`src/hw/rtl/ihex_pkg.sv`:
```
// Shared types, codes and helper functions for the Intel HEX record decoder.
`default_nettype none

package ihex_pkg;

    typedef enum logic [1:0] {
        PH_LINE_START = 2'd0,
        PH_SKIP       = 2'd1,
        PH_RECORD     = 2'd2
    } t_phase;

    typedef enum logic [2:0] {
        KIND_DATA        = 3'd0,
        KIND_RECORD_OK   = 3'd1,
        KIND_END_OF_FILE = 3'd2,
        KIND_CSUM_ERROR  = 3'd3,
        KIND_UNSUPPORTED = 3'd4,
        KIND_IGNORED     = 3'd5
    } t_kind;

    typedef struct packed {
        t_kind       kind;
        logic [31:0] byte_address;
        logic [7:0]  data_byte;
    } t_result;

    localparam logic [7:0] CHAR_COLON = 8'h3A;
    localparam logic [7:0] CHAR_CR    = 8'h0D;
    localparam logic [7:0] CHAR_LF    = 8'h0A;

    localparam logic [7:0] REC_DATA     = 8'h00;
    localparam logic [7:0] REC_EOF      = 8'h01;
    localparam logic [7:0] REC_EXT_SEG  = 8'h02;
    localparam logic [7:0] REC_START_SEG = 8'h03;
    localparam logic [7:0] REC_EXT_LIN  = 8'h04;
    localparam logic [7:0] REC_START_LIN = 8'h05;

    localparam logic [9:0] COUNT_MAX    = 10'd1023;
    localparam logic [9:0] LEN_OVERHEAD = 10'd10;

    localparam logic [8:0] IDX_COUNT    = 9'd0;
    localparam logic [8:0] IDX_ADDR_HI  = 9'd1;
    localparam logic [8:0] IDX_ADDR_LO  = 9'd2;
    localparam logic [8:0] IDX_TYPE     = 9'd3;
    localparam logic [8:0] IDX_DATA0    = 9'd4;
    localparam logic [8:0] IDX_DATA1    = 9'd5;

    function automatic logic [3:0] hex_value(input logic [7:0] c);
        logic [7:0] v;
        v = 8'd0;
        if (c >= 8'h30 && c <= 8'h39) begin
            v = c - 8'h30;
        end else if (c >= 8'h61 && c <= 8'h66) begin
            v = c - 8'h57;
        end else if (c >= 8'h41 && c <= 8'h46) begin
            v = c - 8'h37;
        end
        return v[3:0];
    endfunction

endpackage

`default_nettype wire

```
`src/hw/rtl/ihex_parse.sv`:
```
// Record parser state and the per-character decode of the Intel HEX decoder.
`default_nettype none

module ihex_parse (
    input  wire logic             i_clk,
    input  wire logic             i_rst_n,
    input  wire logic             i_fire,
    input  wire logic [7:0]       i_char,
    output logic                  o_res_valid,
    output ihex_pkg::t_result     o_res
);

    ihex_pkg::t_phase r_phase, n_phase;
    logic [3:0]  r_hi, n_hi;
    logic [9:0]  r_cnt, n_cnt;
    logic [7:0]  r_dc, n_dc;
    logic [7:0]  r_kind, n_kind;
    logic [15:0] r_off, n_off;
    logic [15:0] r_pb, n_pb;
    logic [31:0] r_ext, n_ext;
    logic [7:0]  r_sum, n_sum;
    logic        r_halted, n_halted;

    always_ff @(posedge i_clk) begin
        if (!i_rst_n) begin
            r_phase  <= ihex_pkg::PH_LINE_START;
            r_hi     <= 4'd0;
            r_cnt    <= 10'd0;
            r_dc     <= 8'd0;
            r_kind   <= 8'd0;
            r_off    <= 16'd0;
            r_pb     <= 16'd0;
            r_ext    <= 32'd0;
            r_sum    <= 8'd0;
            r_halted <= 1'b0;
        end else begin
            r_phase  <= n_phase;
            r_hi     <= n_hi;
            r_cnt    <= n_cnt;
            r_dc     <= n_dc;
            r_kind   <= n_kind;
            r_off    <= n_off;
            r_pb     <= n_pb;
            r_ext    <= n_ext;
            r_sum    <= n_sum;
            r_halted <= n_halted;
        end
    end

    always_comb begin
        logic       eol;
        logic [3:0] hv;
        logic [7:0] b;
        logic [8:0] idx;
        logic [8:0] data_idx;
        logic [9:0] expect_len;

        n_phase  = r_phase;
        n_hi     = r_hi;
        n_cnt    = r_cnt;
        n_dc     = r_dc;
        n_kind   = r_kind;
        n_off    = r_off;
        n_pb     = r_pb;
        n_ext    = r_ext;
        n_sum    = r_sum;
        n_halted = r_halted;

        o_res_valid        = 1'b0;
        o_res.kind         = ihex_pkg::KIND_DATA;
        o_res.byte_address = 32'd0;
        o_res.data_byte    = 8'd0;

        eol        = (i_char == ihex_pkg::CHAR_CR) || (i_char == ihex_pkg::CHAR_LF);
        hv         = ihex_pkg::hex_value(i_char);
        b          = {r_hi, hv};
        idx        = r_cnt[9:1];
        data_idx   = idx - ihex_pkg::IDX_DATA0;
        expect_len = {1'b0, r_dc, 1'b0} + ihex_pkg::LEN_OVERHEAD;

        if (i_fire && !r_halted) begin
            unique case (r_phase)
                ihex_pkg::PH_RECORD: begin
                    if (eol) begin
                        n_phase     = ihex_pkg::PH_LINE_START;
                        o_res_valid = 1'b1;
                        if (r_cnt != expect_len) begin
                            o_res.kind = ihex_pkg::KIND_IGNORED;
                        end else if (r_sum != 8'd0) begin
                            o_res.kind = ihex_pkg::KIND_CSUM_ERROR;
                            n_halted   = 1'b1;
                        end else begin
                            unique case (r_kind)
                                ihex_pkg::REC_DATA: begin
                                    o_res.kind = ihex_pkg::KIND_RECORD_OK;
                                end
                                ihex_pkg::REC_EOF: begin
                                    o_res.kind = ihex_pkg::KIND_END_OF_FILE;
                                    n_halted   = 1'b1;
                                end
                                ihex_pkg::REC_EXT_SEG: begin
                                    o_res.kind = ihex_pkg::KIND_RECORD_OK;
                                    n_ext      = {12'd0, r_pb, 4'd0};
                                end
                                ihex_pkg::REC_EXT_LIN: begin
                                    o_res.kind = ihex_pkg::KIND_RECORD_OK;
                                    n_ext      = {r_pb, 16'd0};
                                end
                                ihex_pkg::REC_START_SEG, ihex_pkg::REC_START_LIN: begin
                                    o_res.kind = ihex_pkg::KIND_UNSUPPORTED;
                                    n_halted   = 1'b1;
                                end
                                default: begin
                                    o_res.kind = ihex_pkg::KIND_IGNORED;
                                end
                            endcase
                        end
                    end else if (r_cnt != ihex_pkg::COUNT_MAX) begin
                        n_cnt = r_cnt + 10'd1;
                        if (!r_cnt[0]) begin
                            n_hi = hv;
                        end else begin
                            n_sum = r_sum + b;
                            priority if (idx == ihex_pkg::IDX_COUNT) begin
                                n_dc = b;
                            end else if (idx == ihex_pkg::IDX_ADDR_HI ||
                                         idx == ihex_pkg::IDX_ADDR_LO) begin
                                n_off = {r_off[7:0], b};
                            end else if (idx == ihex_pkg::IDX_TYPE) begin
                                n_kind = b;
                            end else begin
                                if (idx == ihex_pkg::IDX_DATA0 || idx == ihex_pkg::IDX_DATA1) begin
                                    n_pb = {r_pb[7:0], b};
                                end
                                if (r_kind == ihex_pkg::REC_DATA && data_idx < {1'b0, r_dc}) begin
                                    o_res_valid        = 1'b1;
                                    o_res.kind         = ihex_pkg::KIND_DATA;
                                    o_res.byte_address = r_ext + {16'd0, r_off}
                                                         + {23'd0, data_idx};
                                    o_res.data_byte    = b;
                                end
                            end
                        end
                    end
                end
                ihex_pkg::PH_SKIP: begin
                    if (eol) begin
                        n_phase = ihex_pkg::PH_LINE_START;
                    end
                end
                ihex_pkg::PH_LINE_START: begin
                    if (i_char == ihex_pkg::CHAR_COLON) begin
                        n_phase = ihex_pkg::PH_RECORD;
                        n_hi    = 4'd0;
                        n_cnt   = 10'd0;
                        n_dc    = 8'd0;
                        n_kind  = 8'd0;
                        n_off   = 16'd0;
                        n_pb    = 16'd0;
                        n_sum   = 8'd0;
                    end else if (!eol) begin
                        n_phase = ihex_pkg::PH_SKIP;
                    end
                end
                default: begin
                    n_phase = ihex_pkg::PH_LINE_START;
                end
            endcase
        end
    end

endmodule

`default_nettype wire

```
`src/hw/rtl/intel_hex_record_decoder_core.sv`:
```
// Top level of the Intel HEX record decoder: input register, parser and result register.
// A character passes through the input register and, when it gives a result, through the
// result register; characters that give no result vanish.
// Throughput: one character per cycle while the result register is empty or not stalled.
// Reset: synchronous, active low; it clears both valid flags and returns the parser to
// the start of a line with a zero extended base and the halt flag cleared.
`default_nettype none

module intel_hex_record_decoder_core (
    input  wire logic        i_clk,
    input  wire logic        i_rst_n,
    input  wire logic        i_in_valid,
    output logic             o_in_stall,
    input  wire logic [7:0]  i_character,
    output logic             o_out_valid,
    input  wire logic        i_out_stall,
    output logic [2:0]       o_result_kind,
    output logic [31:0]      o_byte_address,
    output logic [7:0]       o_data_byte
);

    logic              r_in_valid, n_in_valid;
    logic [7:0]        r_char;
    logic              r_out_valid, n_out_valid;
    ihex_pkg::t_result r_res;
    logic              fire;
    logic              res_valid;
    ihex_pkg::t_result res;
    logic              in_xfer;

    assign fire       = r_in_valid && (!r_out_valid || !i_out_stall);
    assign o_in_stall = r_in_valid && !fire;
    assign in_xfer    = i_in_valid && !o_in_stall;

    ihex_parse u_parse (
        .i_clk       (i_clk),
        .i_rst_n     (i_rst_n),
        .i_fire      (fire),
        .i_char      (r_char),
        .o_res_valid (res_valid),
        .o_res       (res)
    );

    always_comb begin
        n_in_valid = r_in_valid;
        if (in_xfer) begin
            n_in_valid = 1'b1;
        end else if (fire) begin
            n_in_valid = 1'b0;
        end
        n_out_valid = r_out_valid;
        if (fire && res_valid) begin
            n_out_valid = 1'b1;
        end else if (r_out_valid && !i_out_stall) begin
            n_out_valid = 1'b0;
        end
    end

    always_ff @(posedge i_clk) begin
        if (!i_rst_n) begin
            r_in_valid  <= 1'b0;
            r_out_valid <= 1'b0;
        end else begin
            r_in_valid  <= n_in_valid;
            r_out_valid <= n_out_valid;
        end
    end

    always_ff @(posedge i_clk) begin
        if (in_xfer) begin
            r_char <= i_character;
        end
        if (fire && res_valid) begin
            r_res <= res;
        end
    end

    assign o_out_valid    = r_out_valid;
    assign o_result_kind  = r_res.kind;
    assign o_byte_address = r_res.byte_address;
    assign o_data_byte    = r_res.data_byte;

endmodule

`default_nettype wire

```
`config.mk`:
```
export PLATFORM = sky130hd
export DESIGN_NAME = intel_hex_record_decoder_core
export DESIGN_NICKNAME = d
export VERILOG_FILES = /design/src/hw/rtl/ihex_pkg.sv /design/src/hw/rtl/ihex_parse.sv /design/src/hw/rtl/intel_hex_record_decoder_core.sv
export SDC_FILE = /design/constraint.sdc
export NUM_CORES = 1
export LEC_CHECK = 0
export BUFFER_PORTS_ARGS = -buffer_cell sky130_fd_sc_hd__buf_2
export CORE_MARGIN = 2
export CORE_UTILIZATION = 45
export CTS_CLUSTER_DIAMETER = 40
export DETAILED_ROUTE_END_ITERATION = 7
export HOLD_SLACK_MARGIN = 0.02
export MAX_ROUTING_LAYER = met4
export SKIP_CTS_REPAIR_TIMING = 1
export SYNTH_ARGS = -nofsm -noshare
export SYNTH_HDL_FRONTEND = slang
export SYNTH_SLANG_ARGS = --single-unit
```
`constraint.sdc`:
```
create_clock -name i_clk -period 7.5 [get_ports i_clk]
set_clock_uncertainty 0.1 [all_clocks]
set_input_delay 0.75 -clock i_clk [delete_from_list [all_inputs] [get_ports i_clk]]
set_output_delay 0.75 -clock i_clk [all_outputs]
set_load 0.05 [all_outputs]
```
==> impl_metrics.yaml, run 1 <==
cts:
  cts_inserted_buffers: 17
  clk_latency_ps: 430
  max-clock-path-buffers: 2
  cts_tree: "built"
  cts_htree_levels: 4
  clk_root_buffer_cell: "sky130_fd_sc_hd__clkbuf_16"
  path_clk_slew_ps: 60
  clock_sink_count: 154
synth:
  synth.distinct_cells: 70
  yosys_warnings: 0
  synth_edf_count: 51
  post_synth_main_area_contributors: "sky130_fd_sc_hd__dfxtp_1 (24%), sky130_fd_sc_hd__edfxtp_1 (18%), sky130_fd_sc_hd__ha_1 (7.8%)"
  synth_fp_nets: 1038
  avgSynthCellArea_um2: 9.022
  synthDominantCellAreaShare_pct: 23.68
  synth.yosys.seq_area_share_pct: 41.28
  synth.largest_area_cell: "sky130_fd_sc_hd__dfxtp_1"
  synth_seq_cells: 154
  syn_inst: 965
  postSynth.topFlopCell: "sky130_fd_sc_hd__dfxtp_1"
  synth-async-reset-ratio_pct: 0
  synthesis.area_mm2: 0.008706
drt:
  detail_route.vias_per_cell: 5.459
  detail_route.drc_violations: 0
  drt-initial-drc-count: 501
  wire_per_inst_um: 16.32
  detail_route.wirelength_um: 20710
  detail_route.first_pass.iterations: 5
  drtAntennaViolNets: 0
  route.vias.total: 6928
floorplan:
  chipHeight_um: 143.1
  fp.dieW_um: 143.1
  fp.dieArea_mm2: 0.02047
  placeableCoreArea_mm2: 0.01883
  placementRows: 50
  initial_core_util_pct: 46.23
  io_pins: 57
run:
  max-cap-violations: 0
global_route:
  antenna_found_initial: 0
  grt_usage_pct: 21.69
  global_route.overflow_total: 0
  grt_max_degree: 61
  grt_pass1_vias: 6322
  first_pass_grt_wire_length_um: 33550
layout:
  finalNetCount: 1069
  filler_cell_count: 1776
  antennaDiodeCount: 0
  multi_input_comb_area_mm2: 0.004634
  ratio_of_cells_with_drive_above_1_in_the_final_layout_pct: 11.30
  finalCoreUtilization_pct: 51.30
  areaGrowthSynthToFinish_pct: 10.97
  area_occupied_by_registers_mm2: 0.003593
  postLayoutCellArea_mm2: 0.009661
sta:
  finalSetupTns_ps: 0
  timing.final.setup_violations: 0
  hold_slack_ps: 358.1
  finalHoldViolCount: 0
  post-route-period-util_pct: 59.00
  finalMaxSlewViolations: 0
  max_fclk_ghz: 0.2260
  finalCriticalPeriod_ps: 4425
  slew_headroom_pct: 29.36
  rsz0062_at_grt: "false"
  max_slew.worst_pin.slew_ps: 1033
setup_path:
  end_kind: "flip-flop"
  worstPathMaxFanout: 8
  crit_arrival_ps: 4490
  worstRegToRegCells: 16
  timing_worst_setup_path_type: "reg2reg"
  setup.worst_path.start_class: "flip-flop"
  setup.reg_to_reg.worst_slack_ps: 3070
  cp_data_required_time_ps: 7570
min_path:
  whs_path_depth: 2
  worst_hold_path_type: "reg2reg"
pwr:
  vdd_drop_max_v: 0.0001584
  leakage_nw: 3.527
  finalPower_w: 0.001736
  powerDensity_mw_per_mm2: 179.7
placed_design:
  placement.io_buffers: 56
  placed_area_mm2: 0.009123
  gp_routability_congestion: 0.8633
  dp_hpwl_um: 15100
outcome:
  status: "complete, no violations"
metrics by stage:
stage                     std cells  worst slack [ps]
after floorplan                 965              3577
after global placement         1237              3143
after detailed placement       1237              3082
after CTS                      1269              3065
after global routing           1269              2629
final                          1269              3075
kinds of logic after synthesis:
kind of cell | share of synthesized area [%]
adders and majority gates | 9.370
and+or+nand+nor | 20.32
DFF | 41.28
buffers and inverters | 5.576
AOI/OAI and AO/OA | 14.23
xor gates and xnor gates | 4.628
muxes | 4.599
metal layers:
| layer | part of all wire (%) | up-vias | track usage (%) |
|---|---|---|---|
| met3 | 5.0 | 35 | 4.192 |
| met1 | 50 | 3244 | 30.51 |
| met5 | 0 | - | - |
| met4 | 2.2 | 0 | 6.774 |
| li1 | - | 3461 | - |
| met2 | 43 | 188 | 31.48 |
critical path: stages, from the launching register on:
cell,delay [ps]
sky130_fd_sc_hd__dfxtp_1,390
sky130_fd_sc_hd__inv_1,210
sky130_fd_sc_hd__ha_1,210
sky130_fd_sc_hd__inv_1,50
sky130_fd_sc_hd__or3_1,320
sky130_fd_sc_hd__xnor2_1,250
sky130_fd_sc_hd__inv_1,100
sky130_fd_sc_hd__fa_1,490
sky130_fd_sc_hd__inv_1,50
sky130_fd_sc_hd__ha_1,350
sky130_fd_sc_hd__o211ai_1,120
sky130_fd_sc_hd__nand2_1,130
sky130_fd_sc_hd__a311oi_1,150
sky130_fd_sc_hd__o31ai_1,810
sky130_fd_sc_hd__nand4b_1,200
sky130_fd_sc_hd__xor2_1,170
sky130_fd_sc_hd__nor2_1,60
final timing paths:
check	from	to
min	u_parse.r_off[8]$_SDFFE_PN0P_	u_parse.r_off[8]$_SDFFE_PN0P_
max	u_parse.r_cnt[3]$_SDFFE_PN0P_	o_byte_address[29]$_SDFFCE_PP0P_
min reg2reg	u_parse.r_off[8]$_SDFFE_PN0P_	u_parse.r_off[8]$_SDFFE_PN0P_
max reg2reg	u_parse.r_cnt[3]$_SDFFE_PN0P_	o_byte_address[29]$_SDFFCE_PP0P_
final cells by class:
class | instances | share of cell area [%]
clock buffer | 21 | 4.559
clock inverter | 11 | 1.010
inverter | 65 | 2.526
multi-input combinational | 696 | 47.97
sequential | 154 | 37.20
tap | 260 | 3.367
timing repair buffer | 62 | 3.367
registers in the layout, summed over array words and instances (netlist names), 10 cells and up:
register        flops
u_parse.r_off      16
u_parse.r_cnt      10
o_byte_address     32
u_parse.r_pb       16
u_parse.r_ext      28
synth_stat cells (5+ instances only):
cell type / n
sky130_fd_sc_hd__buf_2: 5
sky130_fd_sc_hd__o211ai_1: 7
sky130_fd_sc_hd__nor3_1: 19
sky130_fd_sc_hd__nand3b_1: 13
sky130_fd_sc_hd__nand3_1: 26
sky130_fd_sc_hd__and3_1: 10
sky130_fd_sc_hd__nand2_1: 120
sky130_fd_sc_hd__a22o_1: 8
sky130_fd_sc_hd__or2_2: 7
sky130_fd_sc_hd__nor3b_1: 10
sky130_fd_sc_hd__nand2b_1: 6
sky130_fd_sc_hd__o21ai_0: 31
sky130_fd_sc_hd__mux2i_1: 34
sky130_fd_sc_hd__fa_1: 7
sky130_fd_sc_hd__nand4_1: 13
sky130_fd_sc_hd__xor2_1: 24
sky130_fd_sc_hd__and2_1: 5
sky130_fd_sc_hd__inv_1: 64
sky130_fd_sc_hd__a21oi_1: 57
sky130_fd_sc_hd__dfxtp_1: 103
sky130_fd_sc_hd__xnor2_1: 22
sky130_fd_sc_hd__nor2_1: 90
sky130_fd_sc_hd__o2bb2ai_1: 8
sky130_fd_sc_hd__edfxtp_1: 51
sky130_fd_sc_hd__a21o_1: 9
sky130_fd_sc_hd__a211oi_1: 7
sky130_fd_sc_hd__nor2b_1: 10
sky130_fd_sc_hd__or3_1: 7
sky130_fd_sc_hd__o31ai_1: 10
sky130_fd_sc_hd__ha_1: 54
sky130_fd_sc_hd__a22oi_1: 9
sky130_fd_sc_hd__or4_1: 6
sky130_fd_sc_hd__a31oi_1: 11
sky130_fd_sc_hd__clkbuf_1: 39
power breakdown:
group	internal (W)	total [W]	switching [W]	leakage (nW)
logic	0.0000206	0.0000698	0.0000492	2.02
clock network	0.000454	0.000799	0.000344	0.251
registers	0.000862	0.000867	0.00000521	1.26
layout by cell type (no fill, tap or decap), types with 17 or more instances in the layout:
cell type                     n
sky130_fd_sc_hd__a21oi_1     57
sky130_fd_sc_hd__buf_2       56
sky130_fd_sc_hd__clkbuf_16   17
sky130_fd_sc_hd__dfxtp_1    103
sky130_fd_sc_hd__edfxtp_1    51
sky130_fd_sc_hd__ha_1        54
sky130_fd_sc_hd__inv_1       64
sky130_fd_sc_hd__mux2i_1     34
sky130_fd_sc_hd__nand2_1    119
sky130_fd_sc_hd__nand3_1     26
sky130_fd_sc_hd__nor2_1      90
sky130_fd_sc_hd__nor3_1      19
sky130_fd_sc_hd__o21ai_0     31
sky130_fd_sc_hd__xnor2_1     22
sky130_fd_sc_hd__xor2_1      24
Power figures use the tool's default switching activity.
==> inputs of run 2 (changes only) <==
==> constraint.sdc (replaced) <==
create_clock -name i_clk -period 4 [get_ports i_clk]
set_clock_uncertainty 0.1 [all_clocks]
set_input_delay 0.4 -clock i_clk [delete_from_list [all_inputs] [get_ports i_clk]]
set_output_delay 0.4 -clock i_clk [all_outputs]
set_load 0.05 [all_outputs]
==> run 2 against run 1 <==
Via count increased by 2.0%. Routed wire length increased by 2.6%. Sequential power increased by 88%. Worst setup slack got worse by 3000 ps. Fmax increased by 13%. Combinational power increased by 96%. Largest cell class unchanged.
==> impl_metrics.yaml, run 2 (same netlist as run 1, synthesis figures left out) <==
outcome:
  status: "complete, no violations"
global_route:
  first_pass_grt_wire_length_um: 34290
  global_route.overflow_total: 0
  grt_max_degree: 46
  antenna_found_initial: 0
  grt_usage_pct: 22.17
  grt_pass1_vias: 6443
cts:
  path_clk_slew_ps: 70
  cts_tree: "built"
  max-clock-path-buffers: 2
  clk_latency_ps: 430
  clock_sink_count: 154
  cts_htree_levels: 4
  clk_root_buffer_cell: "sky130_fd_sc_hd__clkbuf_16"
  cts_inserted_buffers: 17
layout:
  largest_reg_flops: 32
  finalNetCount: 1109
  antennaDiodeCount: 0
  ratio_of_cells_with_drive_above_1_in_the_final_layout_pct: 17.06
  final_cell_mix: "sky130_fd_sc_hd__nand2_1 (119), sky130_fd_sc_hd__dfxtp_1 (101), sky130_fd_sc_hd__nor2_1 (89)"
  areaGrowthSynthToFinish_pct: 16.34
  layout.cells.most_common: "sky130_fd_sc_hd__nand2_1"
  postLayoutCellArea_mm2: 0.01013
setup_path:
  critPathMostFrequentCell: "sky130_fd_sc_hd__buf_4"
  timing_worst_setup_path_type: "reg2reg"
  setup.worst_path.start_class: "flip-flop"
  timing.rr.start: "u_parse.r_cnt[5]$_SDFFE_PN0P_"
  critPathBufInv: 5
  regToRegEndpoint: "o_byte_address[22]$_SDFFCE_PP0P_"
  crit_path_max_incr_delay_ps: 470
  end_kind: "flip-flop"
  path_cells: "buf_4 > buf_4 > or3_4 > xnor2_2 > inv_2 > fa_1 > inv_1 > ha_1 > o211ai_1 > nand2_1 > buf_4 > o211a_1 > o31a_4 > a211o_4 > a21bo_2 > a21oi_2"
  worstRegToRegCells: 16
  crit_arrival_ps: 4080
  crit_path_top_delay_cell: "sky130_fd_sc_hd__fa_1"
  setup.reg_to_reg.worst_slack_ps: 100
  worstPathMaxFanout: 8
  cp_data_required_time_ps: 4180
  critical_path.top_delay_family: "compound AO/OA/AOI/OAI gates"
floorplan:
  io_pins: 57
  fp.dieArea_mm2: 0.02047
  placementRows: 50
  initial_core_util_pct: 46.23
  placeableCoreArea_mm2: 0.01883
  chipHeight_um: 143.1
  fp.dieW_um: 143.1
drt:
  detail_route.drc_violations: 0
  detail_route.first_pass.iterations: 5
  drt-initial-drc-count: 462
  detail_route.vias_per_cell: 5.400
  detail_route.wirelength_um: 21240
  route.vias.total: 7069
  wire_per_inst_um: 16.22
  drtAntennaViolNets: 0
pwr:
  vdd_drop_max_v: 0.0003161
  leakage_nw: 3.736
  powerDensity_mw_per_mm2: 334.4
  finalPower_w: 0.003387
sta:
  finalSetupTns_ps: 0
  timing.final.setup_violations: 0
  finalMaxSlewViolations: 0
  max_slew.worst_pin.slew_ps: 808.3
  finalWorstSetupSlack_ps: 99.24
  finalCriticalPeriod_ps: 3901
  finalHoldViolCount: 0
  slew_headroom_pct: 46.11
  hold_slack_ps: 47.07
  post-route-period-util_pct: 97.52
  max_fclk_ghz: 0.2564
placed_design:
  placed_area_mm2: 0.009380
  dp_hpwl_um: 15350
  gp_routability_congestion: 0.9299
  placement.io_buffers: 56
  place_ws_ps: -224.5
min_path:
  worst_hold_path_type: "in2reg"
  worst_hold_startpoint: "i_character[5]"
  worstHoldEndpoint: "r_char[5]$_DFFE_PP_"
  whs_path_depth: 1
run:
  max-cap-violations: 0
[run 2: metrics by stage]
stage	cells	utilization, %
floorplan	965	-
global placement	1272	49.81
detailed placement	1272	49.81
CTS	1304	52.94
global route	1309	53.79
finish	1309	53.79
[run 2: layout make-up]
| cell class | instances | area, µm² |
|---|---|---|
| tap | 260 | 325.3 |
| sequential | 154 | 3596 |
| fill | 1752 | 8702 |
| clock inverter | 13 | 155.1 |
| inverter | 65 | 244.0 |
| clock buffer | 19 | 432.9 |
| timing repair buffer | 102 | 625.6 |
| multi-input combinational | 696 | 4750 |
[run 2: how the worst max path moves through the flow]
stage | cells past startpoint | slack (ps) | start | end
after floorplan | 15 | 80 | u_parse.r_cnt[5]$_SDFFE_PN0P_ | o_byte_address[29]$_SDFFCE_PP0P_
after global placement | 14 | -120 | u_parse.r_cnt[5]$_SDFFE_PN0P_ | o_byte_address[31]$_SDFFCE_PP0P_
after detailed placement | 14 | -220 | u_parse.r_cnt[5]$_SDFFE_PN0P_ | o_byte_address[31]$_SDFFCE_PP0P_
after CTS | 14 | -220 | u_parse.r_cnt[5]$_SDFFE_PN0P_ | o_byte_address[31]$_SDFFCE_PP0P_
after global routing | 14 | -30 | u_parse.r_cnt[5]$_SDFFE_PN0P_ | o_byte_address[24]$_SDFFCE_PP0P_
final | 16 | 100 | u_parse.r_cnt[5]$_SDFFE_PN0P_ | o_byte_address[22]$_SDFFCE_PP0P_
[run 2: worst reg2reg max path, cell delays in order, from the launching register on]
cell and delay [ps]:
sky130_fd_sc_hd__dfxtp_1 330, sky130_fd_sc_hd__buf_4 140, sky130_fd_sc_hd__buf_4 150, sky130_fd_sc_hd__or3_4 390, sky130_fd_sc_hd__xnor2_2 200, sky130_fd_sc_hd__inv_2 60
sky130_fd_sc_hd__fa_1 470, sky130_fd_sc_hd__inv_1 40, sky130_fd_sc_hd__ha_1 290, sky130_fd_sc_hd__o211ai_1 160, sky130_fd_sc_hd__nand2_1 100, sky130_fd_sc_hd__buf_4 150
sky130_fd_sc_hd__o211a_1 130, sky130_fd_sc_hd__o31a_4 340, sky130_fd_sc_hd__a211o_4 380, sky130_fd_sc_hd__a21bo_2 230, sky130_fd_sc_hd__a21oi_2 100
[run 2: power by group]
group          switching (W)  internal [W]
Sequential        0.00000970       0.00162
Combinational      0.0000934     0.0000436
Clock               0.000688      0.000937
[run 2: per-layer routing]
layer | vias to the layer above | track usage, % | share of wire (%)
met5 | - | - | 0
met4 | 0 | 6.670 | 1.6
met3 | 21 | 3.789 | 4.2
met2 | 177 | 32.79 | 45
met1 | 3329 | 31.08 | 49
li1 | 3542 | - | -
==> inputs of run 3 (changes only) <==
--- a/config.mk
+++ b/config.mk
@@ -6,12 +6,15 @@
 export NUM_CORES = 1
 export LEC_CHECK = 0
 export BUFFER_PORTS_ARGS = -buffer_cell sky130_fd_sc_hd__buf_2
+export CELL_PAD_IN_SITES_DETAIL_PLACEMENT = 0
+export CELL_PAD_IN_SITES_GLOBAL_PLACEMENT = 1
 export CORE_MARGIN = 2
-export CORE_UTILIZATION = 45
+export CORE_UTILIZATION = 43
 export CTS_CLUSTER_DIAMETER = 40
 export DETAILED_ROUTE_END_ITERATION = 7
 export HOLD_SLACK_MARGIN = 0.02
 export MAX_ROUTING_LAYER = met4
+export PLACE_DENSITY_LB_ADDON = 0.1
 export SKIP_CTS_REPAIR_TIMING = 1
 export SYNTH_ARGS = -nofsm -noshare
 export SYNTH_HDL_FRONTEND = slang
==> constraint.sdc (replaced) <==
create_clock -name i_clk -period 3.35 [get_ports i_clk]
set_clock_uncertainty 0.1 [all_clocks]
set_input_delay 0.335 -clock i_clk [delete_from_list [all_inputs] [get_ports i_clk]]
set_output_delay 0.335 -clock i_clk [all_outputs]
set_load 0.05 [all_outputs]
==> run 3 against run 2 <==
The run now ends with setup timing left. Combinational power rose by 61%. First-iteration DRC count fell by 4.8%. Hold slack got worse by 27 ps. Sequential cell count did not move. Routed wire length rose by 13%. Clock-buffer cell count fell by 2. Sequential share of layout area fell by 2.6 points. Register-to-register slack got worse by 540 ps. Non-clock buffer count rose by 60. Clock power rose by 16%. Global-route usage rose by 1.0 points. Die area rose by 4.5%. Largest cell class unchanged. Largest power group unchanged.
==> impl_metrics.yaml, run 3 (same netlist as run 1, synthesis figures left out) <==
layout:
  final_cell_mix: "sky130_fd_sc_hd__nand2_1 (119), sky130_fd_sc_hd__dfxtp_1 (100), sky130_fd_sc_hd__buf_4 (93)"
  filler_cell_count: 1919
  finalCoreUtilization_pct: 54.60
  ratio_of_cells_with_drive_above_1_in_the_final_layout_pct: 24.35
  largest_reg_flops: 32
  areaGrowthSynthToFinish_pct: 25.67
  antennaDiodeCount: 0
  finalNetCount: 1169
  layout.cells.most_common: "sky130_fd_sc_hd__nand2_1"
placed_design:
  placement.io_buffers: 56
  dp_hpwl_um: 17620
  gp_routability_congestion: 0.8353
pwr:
  powerDensity_mw_per_mm2: 370.0
  p_clk_share_pct: 46.8
  internal-power_w: 0.003005
  leakage_nw: 4.078
  power.share.combinational_pct: 5.5
  power.share.sequential_pct: 47.8
  netSwitchingFraction_pct: 25.78
  finalPower_w: 0.004049
  vdd_drop_max_v: 0.0003861
  power.net_switching_w: 0.001044
sta:
  timing.final.setup_violations: 21
  max_slew.worst_pin.slew_ps: 648.4
  finalWorstSetupSlack_ps: -436.7
  max_fclk_ghz: 0.2641
  finalHoldViolCount: 0
  finalCriticalPeriod_ps: 3787
  finalMaxSlewViolations: 0
  rsz0062_at_grt: "true"
  slew_headroom_pct: 56.48
  post-route-period-util_pct: 113.0
floorplan:
  io_pins: 57
  chipHeight_um: 146.3
  placementRows: 52
  fp.dieArea_mm2: 0.02140
  initial_core_util_pct: 43.44
  fp.dieW_um: 146.3
  placeableCoreArea_mm2: 0.02004
global_route:
  grt_pass1_vias: 7181
  grt_usage_pct: 23.17
  grt_max_degree: 44
  first_pass_grt_wire_length_um: 37760
  global_route.overflow_total: 0
  antenna_found_initial: 0
setup_path:
  setup.worst_path.start_class: "flip-flop"
  setup.reg_to_reg.worst_slack_ps: -440
  timing.critical_path.from: "u_parse.r_cnt[3]$_SDFFE_PN0P_"
  worstRegToRegCells: 15
  crit_end: "o_byte_address[24]$_SDFFCE_PP0P_"
  timing.rr.start: "u_parse.r_cnt[3]$_SDFFE_PN0P_"
  end_kind: "flip-flop"
  worstPathMaxFanout: 7
  regToRegEndpoint: "o_byte_address[24]$_SDFFCE_PP0P_"
  cp_data_required_time_ps: 3560
  timing_worst_setup_path_type: "reg2reg"
  crit_arrival_ps: 3990
drt:
  detail_route.wirelength_um: 24000
  detail_route.drc_violations: 0
  detail_route.first_pass.iterations: 5
  drt-initial-drc-count: 440
  route.vias.total: 7273
  wire_per_inst_um: 17.40
  drtAntennaViolNets: 0
  detail_route.vias_per_cell: 5.274
min_path:
  worst_hold_path_type: "in2reg"
cts:
  path_clk_slew_ps: 80
  clk_root_buffer_cell: "sky130_fd_sc_hd__clkbuf_16"
  clk_latency_ps: 440
  clock_sink_count: 154
  cts_htree_levels: 4
  max-clock-path-buffers: 2
  cts_tree: "built"
  cts_inserted_buffers: 17
run:
  max-cap-violations: 0
outcome:
  status: "finished with violations"
  violations_in_the_final_reports: "setup timing"
==> run 3: changes by cell type in the layout (fill, tap and decap cells not counted), moves of 5 or more <==
cell	previous run	this run
sky130_fd_sc_hd__inv_1	60	55
sky130_fd_sc_hd__dlygate4sd3_1	0	8
sky130_fd_sc_hd__o21ai_0	29	24
sky130_fd_sc_hd__inv_8	1	6
sky130_fd_sc_hd__ha_4	1	6
sky130_fd_sc_hd__buf_4	46	93
==> run 3: worst max-delay path, cell delays in order, from the launching register on <==
cell                      delay, ps
sky130_fd_sc_hd__dfxtp_4        370
sky130_fd_sc_hd__inv_4           60
sky130_fd_sc_hd__ha_4           130
sky130_fd_sc_hd__inv_2           30
sky130_fd_sc_hd__or3_4          400
sky130_fd_sc_hd__xnor2_4        170
sky130_fd_sc_hd__inv_2           50
sky130_fd_sc_hd__fa_1           490
sky130_fd_sc_hd__inv_2           50
sky130_fd_sc_hd__ha_4           160
sky130_fd_sc_hd__a211o_1        290
sky130_fd_sc_hd__o211a_1        260
sky130_fd_sc_hd__o31a_4         410
sky130_fd_sc_hd__a211o_4        380
sky130_fd_sc_hd__a21bo_4        210
sky130_fd_sc_hd__a21oi_2        100
==> run 3: how the worst min path moves through the flow <==
stage / startpoint / endpoint / cells past startpoint
detailed placement: u_parse.r_off[8]$_SDFFE_PN0P_ / u_parse.r_off[8]$_SDFFE_PN0P_ / 2
global placement: u_parse.r_kind[6]$_SDFFE_PN0P_ / u_parse.r_kind[6]$_SDFFE_PN0P_ / 2
floorplan: u_parse.r_kind[6]$_SDFFE_PN0P_ / u_parse.r_kind[6]$_SDFFE_PN0P_ / 2
CTS: i_character[6] / r_char[6]$_DFFE_PP_ / 1
finish: i_in_valid / r_in_valid$_SDFFE_PN0P_ / 3
global route: i_in_valid / r_in_valid$_SDFFE_PN0P_ / 3
==> run 3: area by class of cell <==
type                    instances  area (µm²)  share of cell area, %
clock buffers                  17       425.4                  3.888
clock inverters                15       147.6                  1.349
inverters                      65       249.0                  2.276
multi-input cells             696        5037                  46.04
flip-flops and latches        154        3602                  32.93
well taps                     270       337.8                  3.088
repair buffers                162        1141                  10.43
==> run 3: per-stage QoR <==
step	cells	cell area, µm²	setup slack [ps]	setup TNS (ps)	hold slack, ps
after floorplan	965	8813	-376.4	-4328	330.8
after global placement	1325	9819	-646.7	-9713	342.6
after detailed placement	1325	9819	-661.2	-10250	346.5
after CTS	1357	10390	-661.0	-10440	-40.42
after global routing	1379	10940	-560.8	-9489	45.55
final	1379	10940	-436.7	-5825	20.03
==> run 3: metal layers <==
layer,wire (µm),track usage (%),vias to the layer above,share of wire (%)
li1,-,-,3668,-
met1,10900,28.36,3437,45
met2,11900,39.55,133,50
met3,660,3.438,35,2.8
met4,542,7.379,0,2.3
met5,0,-,-,0
==> run 3: power by group through the flow <==
stage / sequential [W] / clock (W) / combinational (W)
5_1_grt: 0.00193 / 0.00201 / 0.000240
3_5_place_dp: 0.00198 / 0 / 0.000194
2_1_floorplan: 0.00198 / 0 / 0.000117
6_report: 0.00193 / 0.00189 / 0.000221
4_1_cts: 0.00194 / 0.00192 / 0.000194
3_3_place_gp: 0.00198 / 0 / 0.000193
